## config.mk

```make
export PLATFORM = sky130hd
export DESIGN_NAME = irtl_ctrl
export DESIGN_NICKNAME = d
export VERILOG_FILES = /design/src/rtl/core/irtl_pkg.sv /design/src/rtl/core/irtl_ctrl.sv
export VERILOG_INCLUDE_DIRS = /design/src /design/src/rtl/core
export SDC_FILE = /design/constraint.sdc
export NUM_CORES = 1
export LEC_CHECK = 0
export ABC_AREA = 0
export BUFFER_PORTS_ARGS = -buffer_cell sky130_fd_sc_hd__buf_2
export CORE_AREA = 3 3 40 42
export CTS_BUF_LIST = sky130_fd_sc_hd__clkbuf_8
export DETAILED_ROUTE_END_ITERATION = 12
export DIE_AREA = 0 0 43 45
export HOLD_SLACK_MARGIN = 0.03
export PLACE_DENSITY_LB_ADDON = 0.2
export SLEW_MARGIN = 20
export SYNTH_ARGS = -nofsm -noshare
export SYNTH_HDL_FRONTEND = slang
export SYNTH_SLANG_ARGS = --single-unit
export TNS_END_PERCENT = 100
```

## constraint.sdc

```tcl
create_clock -name clk -period 3.5 [get_ports clk]
set_input_delay 0.525 -clock clk [delete_from_list [all_inputs] [get_ports clk]]
set_output_delay 0.525 -clock clk [all_outputs]
set_load 0.01 [all_outputs]
```

## src/rtl/core/assert_macros.svh

```systemverilog
// ----------------------------------------------------------------------------
// assertion macros
// shared concurrent assertion forms, clocked on clk, held off while in reset
// ----------------------------------------------------------------------------
`ifndef ASSERT_MACROS_SVH
`define ASSERT_MACROS_SVH

// property must hold at every clock edge outside reset
`define IRTL_ASSERT(lbl, prop, msg) \
  lbl: assert property (@(posedge clk) disable iff (!rst_n) prop) else $error(msg);

// expression must never be true outside reset
`define IRTL_ASSERT_NEVER(lbl, expr, msg) \
  lbl: assert property (@(posedge clk) disable iff (!rst_n) !(expr)) else $error(msg);

`endif

```

## src/rtl/core/irtl_pkg.sv

```systemverilog
// ----------------------------------------------------------------------------
// irtl_pkg
// widths, codes, state type and control structs of the range table lookup
// ----------------------------------------------------------------------------
package irtl_pkg;

  localparam int TABLE_DEPTH_DEF = 65536;

  localparam int COUNT_W = 17;
  localparam int INDEX_W = 16;
  localparam int IP_W    = 32;
  localparam int OFS_W   = 24;
  localparam int ENTRY_W = IP_W + OFS_W;

  // item command codes
  localparam logic CMD_WRITE  = 1'b0;
  localparam logic CMD_LOOKUP = 1'b1;

  typedef enum logic [1:0] {
    ST_IDLE,
    ST_INIT,
    ST_PROBE,
    ST_RESULT
  } irtl_state_t;

  // controller to datapath
  typedef struct packed {
    logic write;  // store one table entry
    logic start;  // latch query of an accepted lookup
    logic init;   // set up search bounds, first probe read
    logic probe;  // compare probed entry, narrow bounds
    logic emit;   // load result register
  } irtl_cmd_t;

  // datapath to controller
  typedef struct packed {
    logic n_zero; // no entries take part in the search
    logic more;   // search interval still open after this probe
  } irtl_sts_t;

endpackage

```

## src/rtl/core/irtl_ctrl.sv

```systemverilog
// ----------------------------------------------------------------------------
// irtl_ctrl
// sequencer of the range lookup: handshakes, search steps, result hand-off
// ----------------------------------------------------------------------------
`include "assert_macros.svh"

module irtl_ctrl import irtl_pkg::*; (
  input  logic      clk,
  input  logic      rst_n,
  input  logic      in_valid,
  input  logic      in_cmd,
  output logic      in_ready,
  output logic      out_valid,
  input  logic      out_ready,
  input  irtl_sts_t sts,
  output irtl_cmd_t cmd
);

  irtl_state_t state_r, state_nxt;
  logic        out_valid_r, out_valid_nxt;
  logic        res_free;

  assign res_free = !out_valid_r || out_ready;

  // next state
  always_comb begin
    state_nxt = state_r;
    unique case (state_r)
      ST_IDLE: begin
        if (in_valid && in_cmd == CMD_LOOKUP) state_nxt = ST_INIT;
      end
      ST_INIT: begin
        state_nxt = sts.n_zero ? ST_RESULT : ST_PROBE;
      end
      ST_PROBE: begin
        if (!sts.more) state_nxt = ST_RESULT;
      end
      ST_RESULT: begin
        if (res_free) state_nxt = ST_IDLE;
      end
      default: state_nxt = ST_IDLE;
    endcase
  end

  // outputs
  always_comb begin
    cmd           = '0;
    in_ready      = 1'b0;
    out_valid_nxt = out_valid_r && !out_ready;
    unique case (state_r)
      ST_IDLE: begin
        in_ready  = 1'b1;
        cmd.write = in_valid && in_cmd == CMD_WRITE;
        cmd.start = in_valid && in_cmd == CMD_LOOKUP;
      end
      ST_INIT: begin
        cmd.init = 1'b1;
      end
      ST_PROBE: begin
        cmd.probe = 1'b1;
      end
      ST_RESULT: begin
        cmd.emit = res_free;
        if (res_free) out_valid_nxt = 1'b1;
      end
      default: begin
        cmd = '0;
      end
    endcase
  end

  always_ff @(posedge clk) begin
    if (!rst_n) begin
      state_r     <= ST_IDLE;
      out_valid_r <= 1'b0;
    end else begin
      state_r     <= state_nxt;
      out_valid_r <= out_valid_nxt;
    end
  end

  assign out_valid = out_valid_r;

  `IRTL_ASSERT(a_lookup_starts, (in_valid && in_ready && in_cmd == CMD_LOOKUP) |=> state_r == ST_INIT, "accepted lookup did not start a search")
  `IRTL_ASSERT(a_emit_shows, cmd.emit |=> out_valid_r, "loaded result not offered")
  `IRTL_ASSERT(a_search_ends, (state_r == ST_PROBE && !sts.more) |=> state_r == ST_RESULT, "closed search kept probing")

endmodule

```

Word-level counts from Yosys, hierarchy flattened

Index checks and enable logic that the tools add are counted.

Register bits after elaboration: 3
Bits in latches: 0
Bits in writable memories: 0
Memory bits (read-only): 0
Input port bits: 7
Output and inout bits: 7
Word-level logic and storage cells: 29
Memories kept: 0

Add/sub/neg operators: 0
Multipliers: 0
Div/mod/pow operators: 0
Magnitude comparators: 0
Equal/unequal tests: 6
Shifts and indexed selects: 0
Multiplexer cells: 12
Bitwise gates (word level): 1
Reductions and logical operators: 8

Operator list:

| operator                                            | count |
|---|---|
| 2-to-1 mux 2 bit                                    | 4 |
| one-hot mux 2 bit (4 select lines)                  | 1 |
| 2-to-1 mux 1 bit                                    | 7 |
| inequality test 2 bit, second input constant        | 3 |
| equality test 2 bit, second input constant          | 2 |
| logical AND 1 bit                                   | 3 |
| AND reduction 3 bit                                 | 1 |
| equality test 2 x 1 -> 1 bit, second input constant | 1 |
| logical NOT 1 bit                                   | 2 |
| logical NOT 2 bit                                   | 1 |
| logical OR 1 bit                                    | 1 |
| inverter 1 bit                                      | 1 |

Logic depth before layout (Yosys ltp)

Gate-level depths: netlist of the first run.

Depth in word-level cells: 4
Gate-level depth with buffers: 5
Mapped depth without buffers: 5

Worst setup path before layout of the first run

OpenSTA, ideal clock, no wires.

Path kind: reg-to-output
From: register state_r[0]
To: output cmd[3] (netlist bit)
Arrival time: 0.946 ns
Data required time: 2.975 ns
Setup slack: 2.029 ns
Stages on the path, launching flop included: 4
Buffers on the path: 0
Cell sequence: dfxtp_1 > inv_1 > ha_1 > and3_1

RTL lines:

| element                  | RTL line        | source |
|---|---|---|
| start: declaration       | irtl_ctrl.sv:19 | `irtl_state_t state_r, state_nxt;` |
| start signal: assignment | irtl_ctrl.sv:77 | `state_r <= state_nxt;` |
| end: declaration         | irtl_ctrl.sv:16 | `output irtl_cmd_t cmd` |

==> results of run 1 <==
-- stage by stage --
stage / hold slack [ns] / power [mW] / util
floorplan: 0.475 / 0.142 / -
global placement: 0.531 / 0.187 / 0.251
detailed placement: 0.519 / 0.183 / 0.251
CTS: 0.526 / 0.287 / 0.286
global route: 0.557 / 0.309 / 0.286
finish: 0.519 / 0.278 / 0.286
-- where the power goes --
part / internal (mW) / switching, mW / total [mW]
Clock: 0.0747 / 0.0241 / 0.0988
Sequential: 0.0455 / 0.0137 / 0.0592
Combinational: 0.0571 / 0.0633 / 0.120
Total: 0.177 / 0.101 / 0.278
-- critical path, delay by kind of cell (launching register included) --
family	cells	cell delay [ns]
buffers and inverters	2	0.24
AND/OR/NAND/NOR	1	0.18
adder cells (fa/ha/maj)	1	0.24
flip-flops	1	0.41
-- layout by cell type (no fill, tap or decap), drive strengths merged --
master | synthesis | layout
a222oi | 1 | 1
and2b | 1 | 1
and3 | 2 | 2
buf | 0 | 13
clkbuf | 0 | 3
dfxtp | 3 | 3
ha | 5 | 5
inv | 2 | 3
mux2i | 2 | 2
nand2 | 5 | 5
nor2 | 1 | 1
nor2b | 2 | 2
o21a | 1 | 1
o31ai | 1 | 1
-- final timing paths --
path,to,depth (start not counted)
min reg2reg,state_r[1],2
min,state_r[1],2
max reg2reg,state_r[1],4
max,cmd[3],4
-- cells by family (layout without fill, tap and decap cells) --
kind of cell,after synthesis,count (layout),share of synthesized area
compound gates,3,3,0.105
mux,2,2,0.0838
buf+inv,2,19,0.0314
fa+ha+maj,5,5,0.262
simple gates,11,11,0.267
flops,3,3,0.251
-- state kept, by name (all words and copies together) (netlist names) --
name	cells
state_r	2
out_valid	1
-- per-layer routing --
layer  vias up  wire length, um  global-route usage
met5         -                0                   0
met4         0               15              0.0723
met3         3               54              0.0398
met2        10              231              0.0838
met1        94              234              0.0697
li1        122                -                   -
-- cell type report --
| cell class | instances | area [um^2] | area share |
|---|---|---|---|
| inverters | 2 | 7.51 | 0.0204 |
| well taps | 15 | 18.8 | 0.0510 |
| repair buffers | 13 | 65.1 | 0.177 |
| clock inverters | 1 | 3.75 | 0.0102 |
| clock buffers | 3 | 41.3 | 0.112 |
| flip-flops and latches | 3 | 60.1 | 0.163 |
| multi-input cells | 21 | 171 | 0.466 |
==> summary.txt, run 1 <==
CP Class: flip-flop to output pin
core area: 0.00128 mm^2
routed len/inst: 9.22 um
initial antenna violation count: 0
drt first pass iters: 4
Starting DRT DRC Count: 3
flop and latch count out of synthesis: 3
Leak: 0.205 nW
max-cap violations: 0
CTS Root Buffer Type: clkbuf_8
Die H: 45 um
Synth Flop Type: dfxtp_1
worst slack, placed: 1.88 ns
TritonCTS sink count: 3
Post-CTS Setup Repair Bufs: 0
area grow syn2layout: 53.9%
worst-path cell chain: inv_1, ha_1, and3_1, buf_2
DRT antenna net count: 0
Final Skew: 0.00436 ns
Synth top cells by count: 5 x ha_1, 5 x nand2_1, 3 x dfxtp_1
unrepaired setup endpoints after global routing: false
Ports: 14
Vias/cell: 3.95
die area: 0.00194 mm^2
register area share after synthesis: 0.251
CTS clk-pin slew, worst paths: 0.03 ns
Post-Syn Instances: 26
grt ovf: 0
via count: 229
number of fill cells: 154
Nets: 56
min Tclk post-route: 1.82 ns
latest clock arrival within the worst-skew pair: 0.22 ns
CTS H-tree lvls: 1
final hold vios: 0
flop2flop setup slack: 1.94 ns
EDFF count, synth: 0
Synth top area share: 0.262
Hold WC Path Type: flip-flop to flip-flop
Syn Nets: 38
post-route worst setup slack: 1.68 ns
Worst Max-Slew Pin Slew: 0.512 ns
Synth Area per Inst: 9.19 um^2
Yosys cell types: 13
Worst setup EP type: output pin
placed cell area: 323 um^2
CP startpoint kind: flip-flop
total negative slack: 0 ns
Remaining DRCs: 0
Finished Cell Area: 368 um^2
GPL Wtd Cong: 0.691
Crit. Startpoint: state_r[0]
FFs w/ async S/R, synth: 0
first-pass GRT wire length: 862 um
WP data arrival: 1.29 ns
largest net degree at the start of global routing: 7
Max VDD drop: 0.000285 V
Cell Area, Synth: 239 um^2
vias in the first global route: 200
number of buffers created by CTS: 3
r2r startpoint: state_r[0]
HP Start: state_r[1]
# rows: 13
I/O Buffers: 13
post-synth top area cell: ha_1
CTS tree: yes
CP max stage cell: dfxtp_1
Die Width: 43 um
Max Fclk: 550 MHz
DP Cell Count: 54
crit-path max cell delay: 0.41 ns
pwr dens: 757 mW/mm^2
Final HPWL DP: 414 um
final worst path period share: 0.519
Resize count post-CTS: 0
ANT cells: 0
layout cells sized above 1: 0.419
Yosys warning count: 0
Total GRT Usage: 0.0657
top cells by area, synth: ha_1 26%, dfxtp_1 25%, mux2i_1 8.4%, nand2_1 7.9%, nor2b_4 5.8%
Initial Util: 0.186
outcome: completed
crit-path max FO: 6
Rel. slew slack: 0.659
worst-case clock buffer depth: 2
# hold bufs at CTS: 0
WL final: 535 um
final setup vio count: 0
Final Max Tran Viols: 0
data required time at the worst endpoint: 2.97 ns
fin cells: 58
(Power assumes the default switching activity.)
==> run 2, diff against run 1 <==
ABC_AREA = 1   (was 0)
clock period = 1.7 ns   (was 3.5 ns; I/O delays follow)
==> run 2 against run 1 <==
Compared with the run above: first-iteration DRC count grew 33%; design area grew 4.1%; clock skew is 0.0027 ns lower; wire length rose by 3.4%; die area unchanged; highest routed layer unchanged; via count grew 14%; combinational power grew to 3.1 times the previous value; critical path depth grew 1; worst setup slack got worse by 1.4 ns; power grew to 2.5 times the previous value.
==> summary.txt, run 2 <==
CTS clk-pin slew, worst paths: 0.03 ns
Finished Cell Area: 383 um^2
WL final: 553 um
Yosys cell types: 12
Largest register FFs: 2
most common cell in the netlist: nand2_1
drt first pass iters: 3
HP Start: rst_n
Rel. slew slack: 0.892
min Tclk post-route: 1.43 ns
r2r startpoint: state_r[0]
unrepaired setup endpoints after global routing: false
register area share after synthesis: 0.236
outcome: completed
DRT antenna net count: 0
crit-path max cell delay: 0.33 ns
Worst Max-Slew Pin Slew: 0.162 ns
Top reg by flops: state_r
max-cap violations: 0
worst-case clock buffer depth: 2
final hold vios: 0
Register Area: 60.1 um^2
Die Width: 43 um
CTS Root Buffer Type: clkbuf_8
EDFF count, synth: 0
flop and latch count out of synthesis: 3
initial antenna violation count: 0
die area: 0.00194 mm^2
Synth top area share: 0.246
Ports: 14
area grow syn2layout: 50.7%
Cell Area, Synth: 254 um^2
ANT cells: 0
placed cell area: 338 um^2
Top cell by count, worst path: inv_1
CTS tree: yes
Vias/cell: 3.88
data required time at the worst endpoint: 1.44 ns
Synth Flop Type: dfxtp_1
Crit. Startpoint: state_r[1]
Remaining DRCs: 0
Synth top cells by count: 9 x nand2_1, 6 x nor2_1, 5 x ha_1
Final HPWL DP: 455 um
Multi-input gate area: 175 um^2
CTS H-tree lvls: 1
Die H: 45 um
first-pass GRT wire length: 903 um
number of buffers created by CTS: 3
Leak: 0.218 nW
most common cell after layout, fill and taps aside: buf_2
Final Max Tran Viols: 0
most frequent cells in the layout: 13 x buf_2, 9 x nand2_1, 6 x nor2_1
Starting DRT DRC Count: 4
Post-CTS Setup Repair Bufs: 0
Total GRT Usage: 0.0682
Hold WC Path Type: primary input to flip-flop
vias in the first global route: 218
TritonCTS sink count: 3
WP data arrival: 1.17 ns
I/O Buffers: 13
core area: 0.00128 mm^2
FFs w/ async S/R, synth: 0
Max VDD drop: 0.000503 V
top cells by area, synth: ha_1 25%, dfxtp_1 24%, nand2_1 13%, nor2_1 8.9%, nand3_4 6.9%
Syn Nets: 47
Yosys warning count: 0
post-synth top area cell: ha_1
CP startpoint kind: flip-flop
total negative slack: 0 ns
Synth Area per Inst: 7.26 um^2
worst-path cell chain: inv_1, ha_1, inv_1, nor2_1, buf_2
CP max stage cell: dfxtp_1
largest net degree at the start of global routing: 6
latest clock arrival within the worst-skew pair: 0.21 ns
Final Skew: 0.00170 ns
# hold bufs at CTS: 0
CP Class: flip-flop to output pin
GPL Wtd Cong: 0.716
# rows: 13
grt ovf: 0
Post-Syn Instances: 35
number of fill cells: 146
Initial Util: 0.198
routed len/inst: 8.25 um
Max Fclk: 701 MHz
Resize count post-CTS: 0
final worst path period share: 0.839
via count: 260
Worst setup EP type: output pin
final setup vio count: 0
Nets: 65
layout cells sized above 1: 0.404
crit-path max FO: 4
pwr dens: 1840 mW/mm^2
-- run 2: cell count changes after synthesis, moves of 2 or more --
cell / delta
inv_2: +2
and3_1: -2
a21oi_1: +2
nand2_1: +4
nor2_1: +5
mux2i_1: -2
-- run 2: metal layers --
layer / vias to the layer above / wire, um / global-route usage
li1: 140 / - / -
met1: 106 / 238 / 0.0671
met2: 12 / 253 / 0.105
met3: 2 / 52 / 0.0279
met4: 0 / 10 / 0.0723
met5: - / 0 / 0
-- run 2: worst paths after layout --
kind,endpoint,slack [ns],depth (start not counted)
max,cmd[3],0.27,5
min,state_r[0],0.29,3
max reg2reg,state_r[1],0.54,7
min reg2reg,out_valid,0.50,2
-- run 2: report_power, final --
group	leakage, nW	switching (mW)	internal [mW]
Sequential	0.0247	0.0311	0.100
Clock	0.0269	0.0463	0.154
Combinational	0.166	0.218	0.154
Total	0.218	0.295	0.408
-- run 2: cell families after synthesis --
group / count (synthesis) / share of synthesized area
AO/OA/AOI/OAI: 3 / 0.0690
adder cells (fa/ha/maj): 5 / 0.246
buffers and inverters: 5 / 0.0739
flip-flops: 3 / 0.236
AND/OR/NAND/NOR: 19 / 0.374
-- run 2: layout make-up --
type / instances / area share
multi-input combinational: 27 / 0.458
timing repair buffer: 13 / 0.170
sequential: 3 / 0.157
clock buffer: 3 / 0.108
inverter: 5 / 0.0490
tap: 15 / 0.0490
clock inverter: 1 / 0.00980
-- run 2: critical path, delay by kind of cell (launching register included) --
kind	cells	cell delay [ns]
and+or+nand+nor	1	0.08
DFF	1	0.33
adders and majority gates	1	0.24
buffers and inverters	3	0.31
-- run 2: per-stage QoR --
stage               setup WS, ns  std cells  power, mW   util  hold slack, ns
finish                     0.274         67      0.703  0.298           0.291
global placement           0.471         63      0.518  0.263           0.501
global route               0.148         67      0.789  0.298           0.313
CTS                        0.255         67      0.718  0.298           0.291
detailed placement         0.486         63      0.510  0.263           0.501
floorplan                  0.531         35      0.404      -           0.375
==> run 3, diff against run 2 <==
clock period = 1.3 ns   (was 1.7 ns; I/O delays follow)
==> run 3 against run 2 <==
Compared with the run above: sequential share of layout area up 0.68 points; wire length increased by 2.7%; clock-buffer cell count did not move; combinational power is 45% higher; flip-flop and latch count did not move; cell count unchanged; clock skew rose by 0.0037 ns; non-clock buffer count did not move; register-to-register slack got worse by 0.32 ns; critical path type unchanged; largest cell class unchanged.
==> summary.txt, run 3 (synthesized netlist as in run 2, its figures left out) <==
metal2 WL: 263 um
part of the power in registers: 0.208
number of fill cells: 144
Max VDD drop: 0.000738 V
Leak: 0.219 nW
CP Class: flip-flop to output pin
largest net degree at the start of global routing: 6
first-pass GRT wire length: 917 um
worst slack, placed: 0.131 ns
Register Area: 67.6 um^2
reg-to-reg endpoint: state_r[0]
TritonCTS sink count: 3
Vias/cell: 4.06
CTS H-tree lvls: 1
WP data arrival: 1.07 ns
WL final: 568 um
# rows: 13
Sw Ratio: 0.415
worst-path cell chain: ha_2, inv_1, a21oi_1, buf_2
CP max stage cell: dfxtp_4
unrepaired setup endpoints after global routing: true
Largest register FFs: 2
most frequent cells in the layout: 13 x buf_2, 9 x nand2_1, 6 x nor2_1
via count: 272
Min Hold Slack: 0.214 ns
Switch Pwr: 421 uW
layout cells sized above 1: 0.500
Die H: 45 um
Pint: 594 uW
Total GRT Usage: 0.0649
Nets: 65
latest clock arrival within the worst-skew pair: 0.22 ns
final worst path period share: 0.974
FF-to-FF path depth: 6
GPL Wtd Cong: 0.687
pwr dens: 2460 mW/mm^2
initial antenna violation count: 0
Max Fclk: 790 MHz
ANT cells: 0
Worst setup EP type: output pin
I/O Buffers: 13
Hold Path Sink: state_r[1]
Hold WC Path Type: primary input to flip-flop
Ports: 14
Comb pwr share: 0.530
# hold bufs at CTS: 0
vias in the first global route: 234
r2r startpoint: state_r[0]
Metal-1 WL: 228 um
Multi-input gate area: 190 um^2
CTS clk-pin slew, worst paths: 0.03 ns
Final Util: 0.321
WL met3: 75 um
Top reg by flops: state_r
routed len/inst: 8.48 um
final hold vios: 0
most common cell after layout, fill and taps aside: buf_2
Die Width: 43 um
outcome: completed
Max Used Layer: met3
DRT antenna net count: 0
crit-path max cell delay: 0.37 ns
crit-path max FO: 4
core area: 0.00128 mm^2
area grow syn2layout: 62.6%
CTS Root Buffer Type: clkbuf_8
Hold Path Depth: 3
max-cap violations: 0
die area: 0.00194 mm^2
flop2flop setup slack: 0.22 ns
Initial Util: 0.198
data required time at the worst endpoint: 1.11 ns
Final HPWL DP: 446 um
min Tclk post-route: 1.27 ns
Final Skew: 0.00540 ns
total negative slack: 0 ns
Worst Max-Slew Pin Slew: 0.129 ns
Rel. slew slack: 0.914
Remaining DRCs: 0
CTS tree: yes
worst-case clock buffer depth: 2
final setup vio count: 0
Final Max Tran Viols: 0
HP Start: rst_n
grt ovf: 0
Starting DRT DRC Count: 6
CP startpoint kind: flip-flop
number of buffers created by CTS: 3
clock share of power: 0.262
drt first pass iters: 4
post-route worst setup slack: 0.0340 ns
run 3: how the worst max path moves through the flow:
| stage | depth (start not counted) | end | slack (ns) | from |
|---|---|---|---|---|
| global route | 5 | cmd[3] | -0.02 | state_r[1] |
| detailed placement | 5 | cmd[3] | 0.13 | state_r[1] |
| CTS | 5 | cmd[3] | 0.02 | state_r[0] |
| global placement | 6 | state_r[0] | 0.12 | state_r[0] |
| floorplan | 6 | state_r[0] | 0.17 | state_r[0] |
| finish | 4 | cmd[0] | 0.03 | state_r[0] |
run 3: power by group through the flow:
stage	Clock [mW]	Combinational (mW)	Sequential, mW
after floorplan	0	0.362	0.167
after global placement	0	0.496	0.172
after detailed placement	0	0.490	0.172
after CTS	0.272	0.542	0.182
after global routing	0.280	0.623	0.217
final	0.266	0.538	0.211
run 3: stage by stage:
| step | cell area [um^2] | cells | power, mW |
|---|---|---|---|
| after floorplan | 254 | 35 | 0.529 |
| after global placement | 338 | 63 | 0.668 |
| after detailed placement | 338 | 63 | 0.662 |
| after CTS | 400 | 67 | 0.996 |
| after global routing | 413 | 67 | 1.12 |
| final | 413 | 67 | 1.02 |
run 3: area by class of cell:
type / count / area share
Timing Repair Buffer: 13 / 0.158
Sequential cell: 3 / 0.164
Clock inverter: 1 / 0.00909
Clock buffer: 3 / 0.100
Multi-Input combinational cell: 27 / 0.461
Tap cell: 15 / 0.0455
Inverter: 5 / 0.0636
run 3: metal layers:
layer / up-vias / track usage
li1: 140 / -
met1: 114 / 0.0697
met2: 18 / 0.102
met3: 0 / 0.0359
met4: 0 / 0.0361
met5: - / 0
run 3: critical path: cells and delay by family, from the launching register on:
family	cells	cell delay, ns
buffers and inverters	2	0.19
flip-flops	1	0.37
adder cells (fa/ha/maj)	1	0.19
AO/OA/AOI/OAI	1	0.10
run 3: repair_timing:
item	in CTS	in global routing
buffers inserted	0	0
gates cloned	0	0
gates resized for setup	6	5
setup endpoints to repair	3	3
